[src/rtl/sorted_interval_gap_emitter_top_macros.svh]
// Assertion macros for the interval gap emitter.
// Used by the sequencer; expects clk and arst_n in scope.
`ifndef SORTED_INTERVAL_GAP_EMITTER_TOP_MACROS_SVH
`define SORTED_INTERVAL_GAP_EMITTER_TOP_MACROS_SVH

// Implication checked at every clock edge outside reset
`define SIGE_ASSERT_IMP(name, ante, cons, msg) \
	name: assert property (@(posedge clk) disable iff (!arst_n) (ante) |-> (cons)) \
		else $error(msg);

// Invariant that holds at every clock edge outside reset
`define SIGE_ASSERT_ALWAYS(name, cond, msg) \
	`SIGE_ASSERT_IMP(name, 1'b1, cond, msg)

`endif

[src/rtl/sige_pkg.sv]
// Shared constants, codes and types of the interval gap emitter.
// No dependencies; used by sige_seq and the top level.
package sige_pkg;

	// Table geometry and field widths
	localparam int MAX_CHROMS    = 32;
	localparam int IDX_BITS      = $clog2(MAX_CHROMS);
	localparam int CNT_BITS      = 6;
	localparam int COORD_BITS    = 32;
	localparam int IN_IDX_BITS   = 8;
	localparam int KIND_BITS     = 2;
	localparam int CFG_IDX_BITS  = 1;
	localparam int CFG_DATA_BITS = 6;

	// Input word kinds
	localparam logic [KIND_BITS-1:0] KIND_LOAD     = 2'd0;
	localparam logic [KIND_BITS-1:0] KIND_INTERVAL = 2'd1;
	localparam logic [KIND_BITS-1:0] KIND_END      = 2'd2;

	// Result status codes
	localparam logic STAT_GAP       = 1'b0;
	localparam logic STAT_ORDER_ERR = 1'b1;

	// Configuration register indexes
	localparam logic [CFG_IDX_BITS-1:0] CFG_ONLY_WITH_RECORDS = 1'd0;
	localparam logic [CFG_IDX_BITS-1:0] CFG_CHROM_COUNT       = 1'd1;

	typedef struct packed {
		logic                only_with_records;
		logic [CNT_BITS-1:0] chrom_count;
	} cfg_t;

	typedef struct packed {
		logic [IDX_BITS-1:0]   gap_chrom;
		logic [COORD_BITS-1:0] gap_start;
		logic [COORD_BITS-1:0] gap_end;
		logic                  status;
		logic                  last;
	} res_t;

endpackage

[src/rtl/sige_ram.sv]
// Generic single-write, single-read RAM with registered read data.
// No dependencies; holds the chromosome length table.
module sige_ram #(
	parameter int WIDTH = 32,
	parameter int DEPTH = 32
) (
	input  logic                     clk,
	input  logic                     we,
	input  logic [$clog2(DEPTH)-1:0] waddr,
	input  logic [WIDTH-1:0]         wdata,
	input  logic [$clog2(DEPTH)-1:0] raddr,
	output logic [WIDTH-1:0]         rdata
);

	logic [WIDTH-1:0] mem_q [DEPTH];

	// write port and registered read port
	always_ff @(posedge clk) begin
		if (we) begin
			mem_q[waddr] <= wdata;
		end
		rdata <= mem_q[raddr];
	end

endmodule

[src/rtl/sige_seq.sv]
// Sequencer of the interval gap emitter: decodes input words, walks the
// length table in sige_ram, and holds the result output register. Uses sige_pkg.
`include "sorted_interval_gap_emitter_top_macros.svh"

module sige_seq (
	input  logic                               clk,
	input  logic                               arst_n,
	input  sige_pkg::cfg_t                     cfg,
	input  logic                               in_valid,
	output logic                               in_ready,
	input  logic [sige_pkg::KIND_BITS-1:0]     kind,
	input  logic [sige_pkg::IN_IDX_BITS-1:0]   chrom_index,
	input  logic [sige_pkg::COORD_BITS-1:0]    interval_start,
	input  logic [sige_pkg::COORD_BITS-1:0]    interval_end,
	input  logic [sige_pkg::COORD_BITS-1:0]    chrom_length,
	output logic                               out_valid,
	input  logic                               out_ready,
	output sige_pkg::res_t                     out_res
);

	localparam logic [2:0] S_IDLE  = 3'd0;
	localparam logic [2:0] S_TAIL  = 3'd1;
	localparam logic [2:0] S_WALK  = 3'd2;
	localparam logic [2:0] S_START = 3'd3;
	localparam logic [2:0] S_ERR   = 3'd4;

	localparam int IB = sige_pkg::IDX_BITS;
	localparam int CB = sige_pkg::CNT_BITS;
	localparam int XB = sige_pkg::COORD_BITS;

	logic [2:0]    state_q, state_d;
	logic          is_end_q, is_end_d;
	logic [IB-1:0] idx_q;
	logic [XB-1:0] istart_q, iend_q;
	logic [CB-1:0] stop_q, stop_d;
	logic [CB-1:0] scan_next_q, scan_next_d;
	logic [IB-1:0] open_chrom_q, open_chrom_d;
	logic          open_valid_q, open_valid_d;
	logic [XB-1:0] cursor_q, cursor_d;
	logic [CB-1:0] w_q, w_d;
	logic          out_valid_q;
	sige_pkg::res_t out_q, res_d;
	logic          emit;
	logic          fin;
	logic          accept;

	logic [CB-1:0] eff_count;
	logic          idx_known;
	logic [IB-1:0] in_idx;
	logic          is_open;
	logic          is_err;
	logic          out_free;
	logic          tail_hit;
	logic          walk_need;
	logic          start_gap;
	logic          walk_end;
	logic [CB-1:0] open_next;

	logic          ram_we;
	logic [IB-1:0] ram_raddr;
	logic [XB-1:0] ram_rdata;

	sige_ram #(
		.WIDTH(sige_pkg::COORD_BITS),
		.DEPTH(sige_pkg::MAX_CHROMS)
	) u_len_ram (
		.clk  (clk),
		.we   (ram_we),
		.waddr(chrom_index[IB-1:0]),
		.wdata(chrom_length),
		.raddr(ram_raddr),
		.rdata(ram_rdata)
	);

	// decode of the incoming word and of the current walk
	assign eff_count = (cfg.chrom_count > CB'(sige_pkg::MAX_CHROMS)) ?
		CB'(sige_pkg::MAX_CHROMS) : cfg.chrom_count;
	assign idx_known = chrom_index < {{(sige_pkg::IN_IDX_BITS-CB){1'b0}}, eff_count};
	assign in_idx    = chrom_index[IB-1:0];
	assign is_open   = open_valid_q && (in_idx == open_chrom_q);
	assign is_err    = {{(CB-IB){1'b0}}, in_idx} < scan_next_q;
	assign out_free  = !out_valid_q || out_ready;
	assign tail_hit  = open_valid_q && (cursor_q < ram_rdata);
	assign walk_need = !cfg.only_with_records && (scan_next_q < stop_q);
	assign start_gap = !is_end_q && (istart_q != '0);
	assign walk_end  = (w_q == stop_q - 1'b1);
	assign open_next = {{(CB-IB){1'b0}}, open_chrom_q} + 1'b1;
	assign in_ready  = (state_q == S_IDLE);
	assign accept    = in_valid && in_ready;

	// next state, result and table access
	always_comb begin
		state_d      = state_q;
		is_end_d     = is_end_q;
		stop_d       = stop_q;
		scan_next_d  = scan_next_q;
		open_chrom_d = open_chrom_q;
		open_valid_d = open_valid_q;
		cursor_d     = cursor_q;
		w_d          = w_q;
		emit         = 1'b0;
		fin          = 1'b0;
		ram_we       = 1'b0;
		res_d        = '0;
		unique case (state_q)
			S_IDLE: begin
				if (in_valid) begin
					unique case (kind)
						sige_pkg::KIND_LOAD: begin
							ram_we = (chrom_index < sige_pkg::IN_IDX_BITS'(sige_pkg::MAX_CHROMS));
						end
						sige_pkg::KIND_INTERVAL: begin
							is_end_d = 1'b0;
							if (idx_known) begin
								if (is_open) begin
									if (interval_start != '0) begin
										state_d = S_START;
									end else begin
										cursor_d = interval_end;
									end
								end else if (is_err) begin
									state_d = S_ERR;
								end else begin
									state_d = S_TAIL;
									stop_d  = {{(CB-IB){1'b0}}, in_idx};
								end
							end
						end
						sige_pkg::KIND_END: begin
							is_end_d = 1'b1;
							state_d  = S_TAIL;
							stop_d   = eff_count;
						end
						default: begin
						end
					endcase
				end
			end
			S_TAIL: begin
				if (!tail_hit || out_free) begin
					emit            = tail_hit;
					res_d.gap_chrom = open_chrom_q;
					res_d.gap_start = cursor_q;
					res_d.gap_end   = ram_rdata;
					res_d.status    = sige_pkg::STAT_GAP;
					res_d.last      = !walk_need && !start_gap;
					cursor_d        = '0;
					if (walk_need) begin
						state_d = S_WALK;
						w_d     = scan_next_q;
					end else begin
						fin = 1'b1;
					end
				end
			end
			S_WALK: begin
				if (out_free) begin
					emit            = 1'b1;
					res_d.gap_chrom = w_q[IB-1:0];
					res_d.gap_start = '0;
					res_d.gap_end   = ram_rdata;
					res_d.status    = sige_pkg::STAT_GAP;
					res_d.last      = walk_end && !start_gap;
					if (walk_end) begin
						fin = 1'b1;
					end else begin
						w_d = w_q + 1'b1;
					end
				end
			end
			S_START: begin
				if (out_free) begin
					emit            = 1'b1;
					res_d.gap_chrom = idx_q;
					res_d.gap_start = cursor_q;
					res_d.gap_end   = istart_q;
					res_d.status    = sige_pkg::STAT_GAP;
					res_d.last      = 1'b1;
					state_d         = S_IDLE;
					scan_next_d     = {{(CB-IB){1'b0}}, idx_q} + 1'b1;
					open_chrom_d    = idx_q;
					open_valid_d    = 1'b1;
					cursor_d        = iend_q;
				end
			end
			S_ERR: begin
				if (out_free) begin
					emit            = 1'b1;
					res_d.gap_chrom = idx_q;
					res_d.status    = sige_pkg::STAT_ORDER_ERR;
					res_d.last      = 1'b1;
					state_d         = S_IDLE;
				end
			end
			default: begin
				state_d = S_IDLE;
			end
		endcase

		// end of tail and walk: close the pass, go on to the leading gap, or open the new chromosome
		if (fin) begin
			if (is_end_q) begin
				state_d      = S_IDLE;
				scan_next_d  = '0;
				open_chrom_d = '0;
				open_valid_d = 1'b0;
				cursor_d     = '0;
			end else if (start_gap) begin
				state_d = S_START;
			end else begin
				state_d      = S_IDLE;
				scan_next_d  = {{(CB-IB){1'b0}}, idx_q} + 1'b1;
				open_chrom_d = idx_q;
				open_valid_d = 1'b1;
				cursor_d     = iend_q;
			end
		end
	end

	// read the entry that the next cycle works on
	assign ram_raddr = (state_d == S_TAIL) ? open_chrom_q : w_d[IB-1:0];

	// control state
	always_ff @(posedge clk or negedge arst_n) begin
		if (!arst_n) begin
			state_q      <= S_IDLE;
			is_end_q     <= 1'b0;
			stop_q       <= '0;
			scan_next_q  <= '0;
			open_chrom_q <= '0;
			open_valid_q <= 1'b0;
			cursor_q     <= '0;
			w_q          <= '0;
			out_valid_q  <= 1'b0;
		end else begin
			state_q      <= state_d;
			is_end_q     <= is_end_d;
			stop_q       <= stop_d;
			scan_next_q  <= scan_next_d;
			open_chrom_q <= open_chrom_d;
			open_valid_q <= open_valid_d;
			cursor_q     <= cursor_d;
			w_q          <= w_d;
			if (emit) begin
				out_valid_q <= 1'b1;
			end else if (out_ready) begin
				out_valid_q <= 1'b0;
			end
		end
	end

	// captured input word and output word
	always_ff @(posedge clk) begin
		if (accept) begin
			idx_q    <= in_idx;
			istart_q <= interval_start;
			iend_q   <= interval_end;
		end
		if (emit) begin
			out_q <= res_d;
		end
	end

	assign out_valid = out_valid_q;
	assign out_res   = out_q;

	`SIGE_ASSERT_ALWAYS(a_scan_range, scan_next_q <= CB'(sige_pkg::MAX_CHROMS), "scan index past table")
	`SIGE_ASSERT_ALWAYS(a_open_scan, !open_valid_q || (scan_next_q == open_next), "scan index not after open chromosome")
	`SIGE_ASSERT_IMP(a_walk_range, state_q == S_WALK, w_q < stop_q, "walk index past stop")
	`SIGE_ASSERT_IMP(a_err_last, out_valid_q && (out_q.status == sige_pkg::STAT_ORDER_ERR), out_q.last, "order error word not last")

endmodule

[src/rtl/sorted_interval_gap_emitter_top.sv]
// Top level of the sorted interval gap emitter: configuration registers,
// sequencer and port breakout. Depends on sige_pkg, sige_seq and sige_ram.
//
//  channel | handshake            | payload
//  in      | in_valid / in_ready  | kind, chrom_index, interval_start, interval_end, chrom_length
//  out     | out_valid / out_ready| gap_chrom, gap_start, gap_end, status, last
//  cfg     | cfg_wr_en            | cfg_index, cfg_wdata
//
// Load words and intervals on the open chromosome without a leading gap are handled in the idle state;
// an interval with a leading gap on the open chromosome passes through the start state.
// A chromosome switch or end word passes through the tail state, then the walk state for each walked
// table entry and the start state for a leading gap, as the length table has a single read port.
// No clearing pass after reset; the length table must be loaded before use.
// A stalled output word holds the sequencer in place; input is taken only when idle.
module sorted_interval_gap_emitter_top (
	input  logic                                 clk,
	input  logic                                 arst_n,
	input  logic                                 cfg_wr_en,
	input  logic [sige_pkg::CFG_IDX_BITS-1:0]    cfg_index,
	input  logic [sige_pkg::CFG_DATA_BITS-1:0]   cfg_wdata,
	input  logic                                 in_valid,
	output logic                                 in_ready,
	input  logic [sige_pkg::KIND_BITS-1:0]       kind,
	input  logic [sige_pkg::IN_IDX_BITS-1:0]     chrom_index,
	input  logic [sige_pkg::COORD_BITS-1:0]      interval_start,
	input  logic [sige_pkg::COORD_BITS-1:0]      interval_end,
	input  logic [sige_pkg::COORD_BITS-1:0]      chrom_length,
	output logic                                 out_valid,
	input  logic                                 out_ready,
	output logic [sige_pkg::IDX_BITS-1:0]        gap_chrom,
	output logic [sige_pkg::COORD_BITS-1:0]      gap_start,
	output logic [sige_pkg::COORD_BITS-1:0]      gap_end,
	output logic                                 status,
	output logic                                 last
);

	sige_pkg::cfg_t cfg_q;
	sige_pkg::res_t res;

	// configuration registers
	always_ff @(posedge clk or negedge arst_n) begin
		if (!arst_n) begin
			cfg_q <= '0;
		end else if (cfg_wr_en) begin
			unique case (cfg_index)
				sige_pkg::CFG_ONLY_WITH_RECORDS: cfg_q.only_with_records <= cfg_wdata[0];
				sige_pkg::CFG_CHROM_COUNT:       cfg_q.chrom_count <= cfg_wdata[sige_pkg::CNT_BITS-1:0];
				default: begin
				end
			endcase
		end
	end

	sige_seq u_seq (
		.clk           (clk),
		.arst_n        (arst_n),
		.cfg           (cfg_q),
		.in_valid      (in_valid),
		.in_ready      (in_ready),
		.kind          (kind),
		.chrom_index   (chrom_index),
		.interval_start(interval_start),
		.interval_end  (interval_end),
		.chrom_length  (chrom_length),
		.out_valid     (out_valid),
		.out_ready     (out_ready),
		.out_res       (res)
	);

	// result word to ports
	assign gap_chrom = res.gap_chrom;
	assign gap_start = res.gap_start;
	assign gap_end   = res.gap_end;
	assign status    = res.status;
	assign last      = res.last;

endmodule
[config.mk]
export PLATFORM = sky130hd
export DESIGN_NAME = sorted_interval_gap_emitter_top
export DESIGN_NICKNAME = d
export VERILOG_FILES = /design/src/rtl/sige_pkg.sv /design/src/rtl/sige_ram.sv /design/src/rtl/sige_seq.sv /design/src/rtl/sorted_interval_gap_emitter_top.sv
export VERILOG_INCLUDE_DIRS = /design/src /design/src/rtl
export SDC_FILE = /design/constraint.sdc
export NUM_CORES = 2
export LEC_CHECK = 0
export ABC_AREA = 1
export BUFFER_PORTS_ARGS = -buffer_cell sky130_fd_sc_hd__clkbuf_2
export CAP_MARGIN = 15
export CORE_MARGIN = 2
export CORE_UTILIZATION = 30
export CTS_CLUSTER_SIZE = 12
export DETAILED_ROUTE_END_ITERATION = 6
export HOLD_SLACK_MARGIN = 0.02
export PLACE_DENSITY = 0.51
export SLEW_MARGIN = 0
export SYNTH_ARGS = -nofsm -noshare
export SYNTH_HDL_FRONTEND = slang
export SYNTH_SLANG_ARGS = --single-unit
[constraint.sdc]
create_clock -name clk -period 8.5 [get_ports clk]
set_input_delay 1.7 -clock clk [delete_from_list [all_inputs] [get_ports clk]]
set_output_delay 1.7 -clock clk [all_outputs]
set_load 0.005 [all_outputs]
-- Yosys cells after proc, flatten, opt, wreduce, memory -nomap -nowiden
Memory sizes are Yosys's and may differ from the RTL's. A register that Yosys moved wholly into a read port is not among the register bits.
Cells that the tools add are included.
- flip-flop bits (word level): 208
- memories: 1
- RAM bits: 1024
- logic and storage cells: 150
- reductions and logical operators: 29
- $lt $le $gt $ge: 6
- mux-type cells: 74
- equality and inequality tests: 16
- $add $sub $neg: 3
- bitwise operators: 1
- memories (name ; depth ; width ; read ports ; clocked after memory_dff ; write ports ; line ; RTL):
    u_seq.u_len_ram.mem_q ; 32 ; 32 ; 1 ; 1 ; 1 ; sige_ram.sv:15 ; logic [WIDTH-1:0] mem_q [DEPTH];
- operator list (kind ; number):
    $mux 32 ; 10
    $mux 71 ; 3
    $pmux 64 s3 ; 1
    $pmux 32 s3 ; 1
    $mux 6 ; 13
    $reduce_bool 32->1 ; 2
    $mux 5 ; 7
    $lt 32x32->1 ; 1
    $mux 3 ; 10
    $pmux 6 s2 ; 2
    $pmux 5 s4 ; 1
    $mux 1 ; 18
    $pmux 3 s4 ; 1
    $lt 8x6->1 ; 1
    $lt 8x6->1 const B ; 1
    $ne 2x1->1 const B ; 4
    $pmux 2 s4 ; 1
    $logic_and 1x1->1 ; 7
    $add 5x1->6 const B ; 1
    $add 6x1->6 const B ; 1
    $eq 3x1->1 const B ; 2
    $eq 3x2->1 const B ; 2
    $eq 6x6->1 ; 1
    $gt 6x6->1 const B ; 1
    23 further kinds ; 37

-- Logic depth before layout (Yosys ltp)
- word-level depth: 10
- gate-level depth with buffers: 30
- mapped depth without buffers: 27

-- Hierarchy
From an unflattened synthesis, not the netlist that was laid out.
- cell total of the unflattened synthesis: 4872
- area total of the unflattened synthesis: 54325.9 µm²
- by module, submodules not included (module ; area an instance (µm²) ; times used ; cells an instance):
    sige_ram ; 42405.7 ; 1 ; 3536
    sige_seq ; 11619.9 ; 1 ; 1303
    sorted_interval_gap_emitter_top ; 300.3 ; 1 ; 33

-- Least setup slack after synthesis
Ideal clock, no wire load.
- kind: input to register
- start point: input port in_valid
- end point: register u_seq.u_len_ram.rdata[23], read port of u_seq.u_len_ram.mem_q
- buffers on the path: 2
- data required time: 8387 ps
- setup slack: 1688 ps
- stages on the path: 19
- data arrival time: 6699 ps
- cells stage by stage: inv_1 -> nor2_1 -> nand2_1 -> nor2_1 -> nand2_1 -> nand3_1 -> nand2_2 -> nand2_4 -> nor2_8 -> nand2_4 -> buf_4 -> clkbuf_1 -> nand3b_1 -> nand3_1 -> nand3_1 -> nand3_1 -> nand2_1 -> nand2_1 -> nand2_1
- cells in the longest elaborated chain, start to end: 5
- ends and longest elaborated chain (element ; line ; RTL):
    start, declared ; sorted_interval_gap_emitter_top.sv:21 ; input logic in_valid,
    $mux 3 ; sige_seq.sv:107 ; if (in_valid) begin
    $pmux 3 s4 ; sige_seq.sv:105 ; unique case (state_q)
    $mux 3 ; sige_seq.sv:201 ; if (fin) begin
    via u_seq.state_d[1] ; sige_seq.sv:31 ; logic [2:0] state_q, state_d;
    $eq 3x1->1 ; sige_seq.sv:221 ; assign ram_raddr = (state_d == S_TAIL) ? open_chrom_q : w_d[IB-1:0];
    $mux 5 ; sige_seq.sv:221 ;
    end, declared ; sige_ram.sv:12 ; output logic [WIDTH-1:0] rdata
The timed path passes the listed nets, and every way through them passes these cells.
A chain may end at the register's enable or synchronous reset.

-- Final worst setup path
- start point: register u_seq.u_len_ram.rdata[21], read port of u_seq.u_len_ram.mem_q
- end point: register u_seq.u_len_ram.rdata[20], read port of u_seq.u_len_ram.mem_q
- RTL lines (element ; line ; RTL):
    $lt 32x32->1 ; sige_seq.sv:83 ; assign tail_hit = open_valid_q && (cursor_q < ram_rdata);
    $logic_and 1x1->1 ; sige_seq.sv:83 ;
    $logic_not 1->1 ; sige_seq.sv:140 ; if (!tail_hit || out_free) begin
    $logic_or 1x1->1 ; sige_seq.sv:140 ;
    $mux 6 ; sige_seq.sv:140 ;
    $pmux 6 s2 ; sige_seq.sv:105 ;
    via u_seq.w_d[1] ; sige_seq.sv:40 ; logic [CB-1:0] w_q, w_d;
    $mux 5 ; sige_seq.sv:221 ;
The timed path passes the listed nets, and every way through them passes these cells. The select of a mux whose other input is x is not followed.

==> impl_metrics.json <==
{
  "grtUsageTotal": 0.183,
  "ant_nets": 0,
  "crit_path_max_incr_delay_ps": 860,
  "fmax_mhz": 188,
  "wire_per_inst_um": 21.5,
  "synth-edff-count": 1164,
  "drtIter0Drc": 3540,
  "end_kind": "register",
  "p_per_area_nw_per_um2": 426,
  "fin_crit_ps": 5320,
  "dpl_cell_area_sq_um": 60300,
  "row_count": 159,
  "crit_chain": "inv_1 > ha_1 > a21oi_1 > o21a_1 > a21oi_1 > nor2_1 > nand3_1 > nand2_1 > a21oi_1 > o21ai_0 > a21oi_1 > o21ai_4 > buf_4 > nand3_1 > nand3_1 > nand3_1 > nand2_1 > nand2_1 > nand2_1",
  "synth-seq-cells": 1264,
  "avgSynthCellArea_sq_um": 10.2,
  "post-route-period-util": 0.626,
  "final_cell_area_sq_um": 64700,
  "post-cts-setup-buffers": 0,
  "max-cap-violations": 0,
  "vdd_drop_max_mv": 0.656,
  "clkTransAtPathRegs_ps": 60,
  "synthCells": 5513,
  "drc": 0,
  "skew_ps": 31.3,
  "drv_slew": 0,
  "path_buf_inv": 2,
  "grt_pass1_vias": 36845,
  "hold_depth": 2,
  "initial_core_util": 0.301,
  "cts-root-buf": "clkbuf_16",
  "fp.dieW_um": 437,
  "reg2reg_from": "u_seq.u_len_ram.rdata[21]",
  "crit_required_ps": 9220,
  "die_area_sq_um": 191000,
  "post_cts_resized": 0,
  "fillerInstances": 18687,
  "areaGrowthSynthToFinish_pct": 14.8,
  "cp_top_family": "compound AO/OA/AOI/OAI gates",
  "whs_ps": 541,
  "hold_path.class": "reg -> reg",
  "hold_start": "u_seq.iend_q[19]",
  "clk_path_buf_depth": 3,
  "status": "completed",
  "finalSetupTns_ps": 0,
  "hold_viol": 0,
  "cts_hold_buf": 0,
  "cts_sinks": 1264,
  "ios": 191,
  "io_buffers": 190,
  "slew_headroom": 0.163,
  "syn-cell-area_sq_um": 56400,
  "rr_worst_depth": 19,
  "hpwl_um": 94100,
  "via_per_inst": 4.74,
  "antenna_found_initial": 17,
  "startpoint": "u_seq.u_len_ram.rdata[21]",
  "grt_pass1_wl_um": 258000,
  "grt_overflow": 0,
  "cts_htree_levels": 4,
  "arrival_ps": 6040,
  "path_class": "reg -> reg",
  "critPathLaunchType": "register",
  "nNetsFinal": 5828,
  "grt_start_max_net_pins": 129,
  "synth_cell_type_count": 51,
  "synthArstFlopShare": 0.0538,
  "path_depth": 19,
  "tritoncts": "yes",
  "vias": 39210,
  "p_leak_nw": 26.9,
  "synth_ff_type": "edfxtp_1",
  "drive_gt1_frac": 0.0924,
  "routabilityCongestion": 0.846,
  "clk_latency_ps": 800,
  "synth_fp_nets": 5682,
  "worstMarginPinSlew_ps": 1250,
  "dr.pass1.iters": 5,
  "core_sq_um": 187000,
  "synth-seq-area-share": 0.662,
  "setup_viol": 0,
  "critical_path.slowest_cell": "o21ai_4",
  "cp_max_fo": 58,
  "die_y_um": 437,
  "totalWireLength_um": 178000,
  "rsz0062_at_grt": "no",
  "yosys_warnings": 0,
  "cts_buffers": 141
}
==> area by class of cell <==
| cell class | instances | area, sq um | share of cell area |
|---|---|---|---|
| clock buffer | 195 | 3850 | 0.0596 |
| sequential | 1264 | 37300 | 0.576 |
| antenna | 2 | 5.00 | 0.0000773 |
| multi-input combinational | 2864 | 13900 | 0.215 |
| clock inverter | 66 | 594 | 0.00918 |
| inverter | 1121 | 4220 | 0.0651 |
| timing repair buffer | 267 | 1740 | 0.0269 |
| tap | 2495 | 3120 | 0.0482 |
==> cell usage after synthesis, types with 2 or more instances <==
cell,number,share of area
buf_2,162,0.014
o21a_1,2,0.00027
a21oi_1,49,0.0044
o221ai_1,17,0.0026
dfrtp_1,68,0.030
ha_1,51,0.011
a22oi_1,20,0.0027
nor3_1,6,0.00053
nand3_1,1003,0.089
a41oi_1,19,0.0030
edfxtp_1,1164,0.62
xnor2_1,5,0.00078
o21ai_0,117,0.010
a31oi_1,5,0.00055
buf_6,2,0.00040
o2111ai_1,2,0.00031
clkbuf_1,66,0.0044
nand2_4,4,0.00080
o31ai_1,2,0.00027
clkinv_1,3,0.00020
o21ai_1,4,0.00036
xor2_1,9,0.0014
dfxtp_1,32,0.011
inv_1,1108,0.074
nor2_2,3,0.00033
nor4_1,11,0.0012
nor2_1,142,0.0095
o211ai_1,9,0.0012
buf_1,5,0.00033
nand4_1,13,0.0014
nor3b_1,3,0.00040
nand3b_1,65,0.0087
nand2_1,1284,0.085
a211oi_1,3,0.00040
inv_2,9,0.00060
mux2_2,3,0.00060
buf_4,29,0.0039
==> path summary, 6_finish.rpt <==
check / endpoint / slack, ps
hold / removal: u_seq.cursor_q[19] / 540
max in group asynchronous: cfg_q[3] / 6730
min in group asynchronous: u_seq.cursor_q[6] / 1080
setup reg to reg: u_seq.u_len_ram.rdata[20] / 3180
hold reg to reg: u_seq.cursor_q[19] / 540
setup / recovery: u_seq.u_len_ram.rdata[20] / 3180
==> metal layers <==
metal  part of all wire  GRT usage
met5            0.00045          0
met4              0.027     0.0542
met3              0.063     0.0285
met2               0.47      0.300
met1               0.44      0.249
==> worst reg2reg max path: stages (launching register included) <==
cell and delay, ps:
dfxtp_1 660, inv_1 270, ha_1 370, a21oi_1 130, o21a_1 120, a21oi_1 60
nor2_1 310, nand3_1 250, nand2_1 270, a21oi_1 90, o21ai_0 110, a21oi_1 220
o21ai_4 860, buf_4 780, nand3_1 170, nand3_1 130, nand3_1 180, nand2_1 130
nand2_1 60, nand2_1 80
==> stage by stage <==
step	power [W]	worst slack, ps	instances	util
2_1_floorplan	0.0172	1690	5513	-
3_3_place_gp	0.0218	2390	8010	0.322
3_5_place_dp	0.0219	2400	8010	0.322
4_1_cts	0.0278	3150	8271	0.346
5_1_grt	0.0295	2830	8273	0.346
6_report	0.0276	3180	8274	0.346
==> kinds of logic after synthesis <==
family / Yosys count / synth area share
AO/OA/AOI/OAI: 257 / 0.0278
XOR/XNOR: 14 / 0.00218
adder cells (fa/ha/maj): 51 / 0.0113
buffers and inverters: 1385 / 0.0981
flip-flops: 1264 / 0.662
multiplexers: 3 / 0.000599
AND/OR/NAND/NOR: 2539 / 0.198
==> registers in the layout, indices dropped and copies added (netlist names), 3 cells and up <==
signal / count
u_seq.u_len_ram.mem_q: 1024
u_seq.out_res: 71
u_seq.cursor_q: 32
u_seq.iend_q: 32
u_seq.istart_q: 32
u_seq.u_len_ram.rdata: 32
cfg_q: 7
u_seq.scan_next_q: 6
u_seq.stop_q: 6
u_seq.w_q: 6
u_seq.idx_q: 5
u_seq.open_chrom_q: 5
u_seq.state_q: 3
==> report_power, final <==
group | leakage (nW) | internal [W] | switching, W
sequential | 11.6 | 0.00741 | 0.000395
combinational | 13.1 | 0.00397 | 0.00989
clock | 2.16 | 0.00331 | 0.00262
==> placed cells by master (no fill, tap or decap), drive strengths merged, types with 2 or more instances in the layout <==
cell      synthesis  layout
o221ai           17      17
mux2              3       3
nand4            13      13
a211oi            3       3
nand3b           65      65
a21oi            50      50
o21ai           122     122
bufinv            0       3
o21a              2       2
ha               51      51
nor3b             4       4
nand3          1004    1004
buf             198      78
nand2          1289    1289
o211ai            9       9
dfrtp            68      68
inv            1118    1122
clkinvlp          0       3
a31oi             5       5
clkbuf           66     384
xnor2             5       5
edfxtp         1164    1164
diode             0       2
clkinv            3      59
o21bai            2       2
a22oi            20      20
dfxtp            32      32
nor3              6       6
nor4             11      11
o31ai             2       2
xor2              9       9
nor2            146     146
a41oi            19      19
o2111ai           2       2
Note: power is estimated with default switching activity, not from simulation.
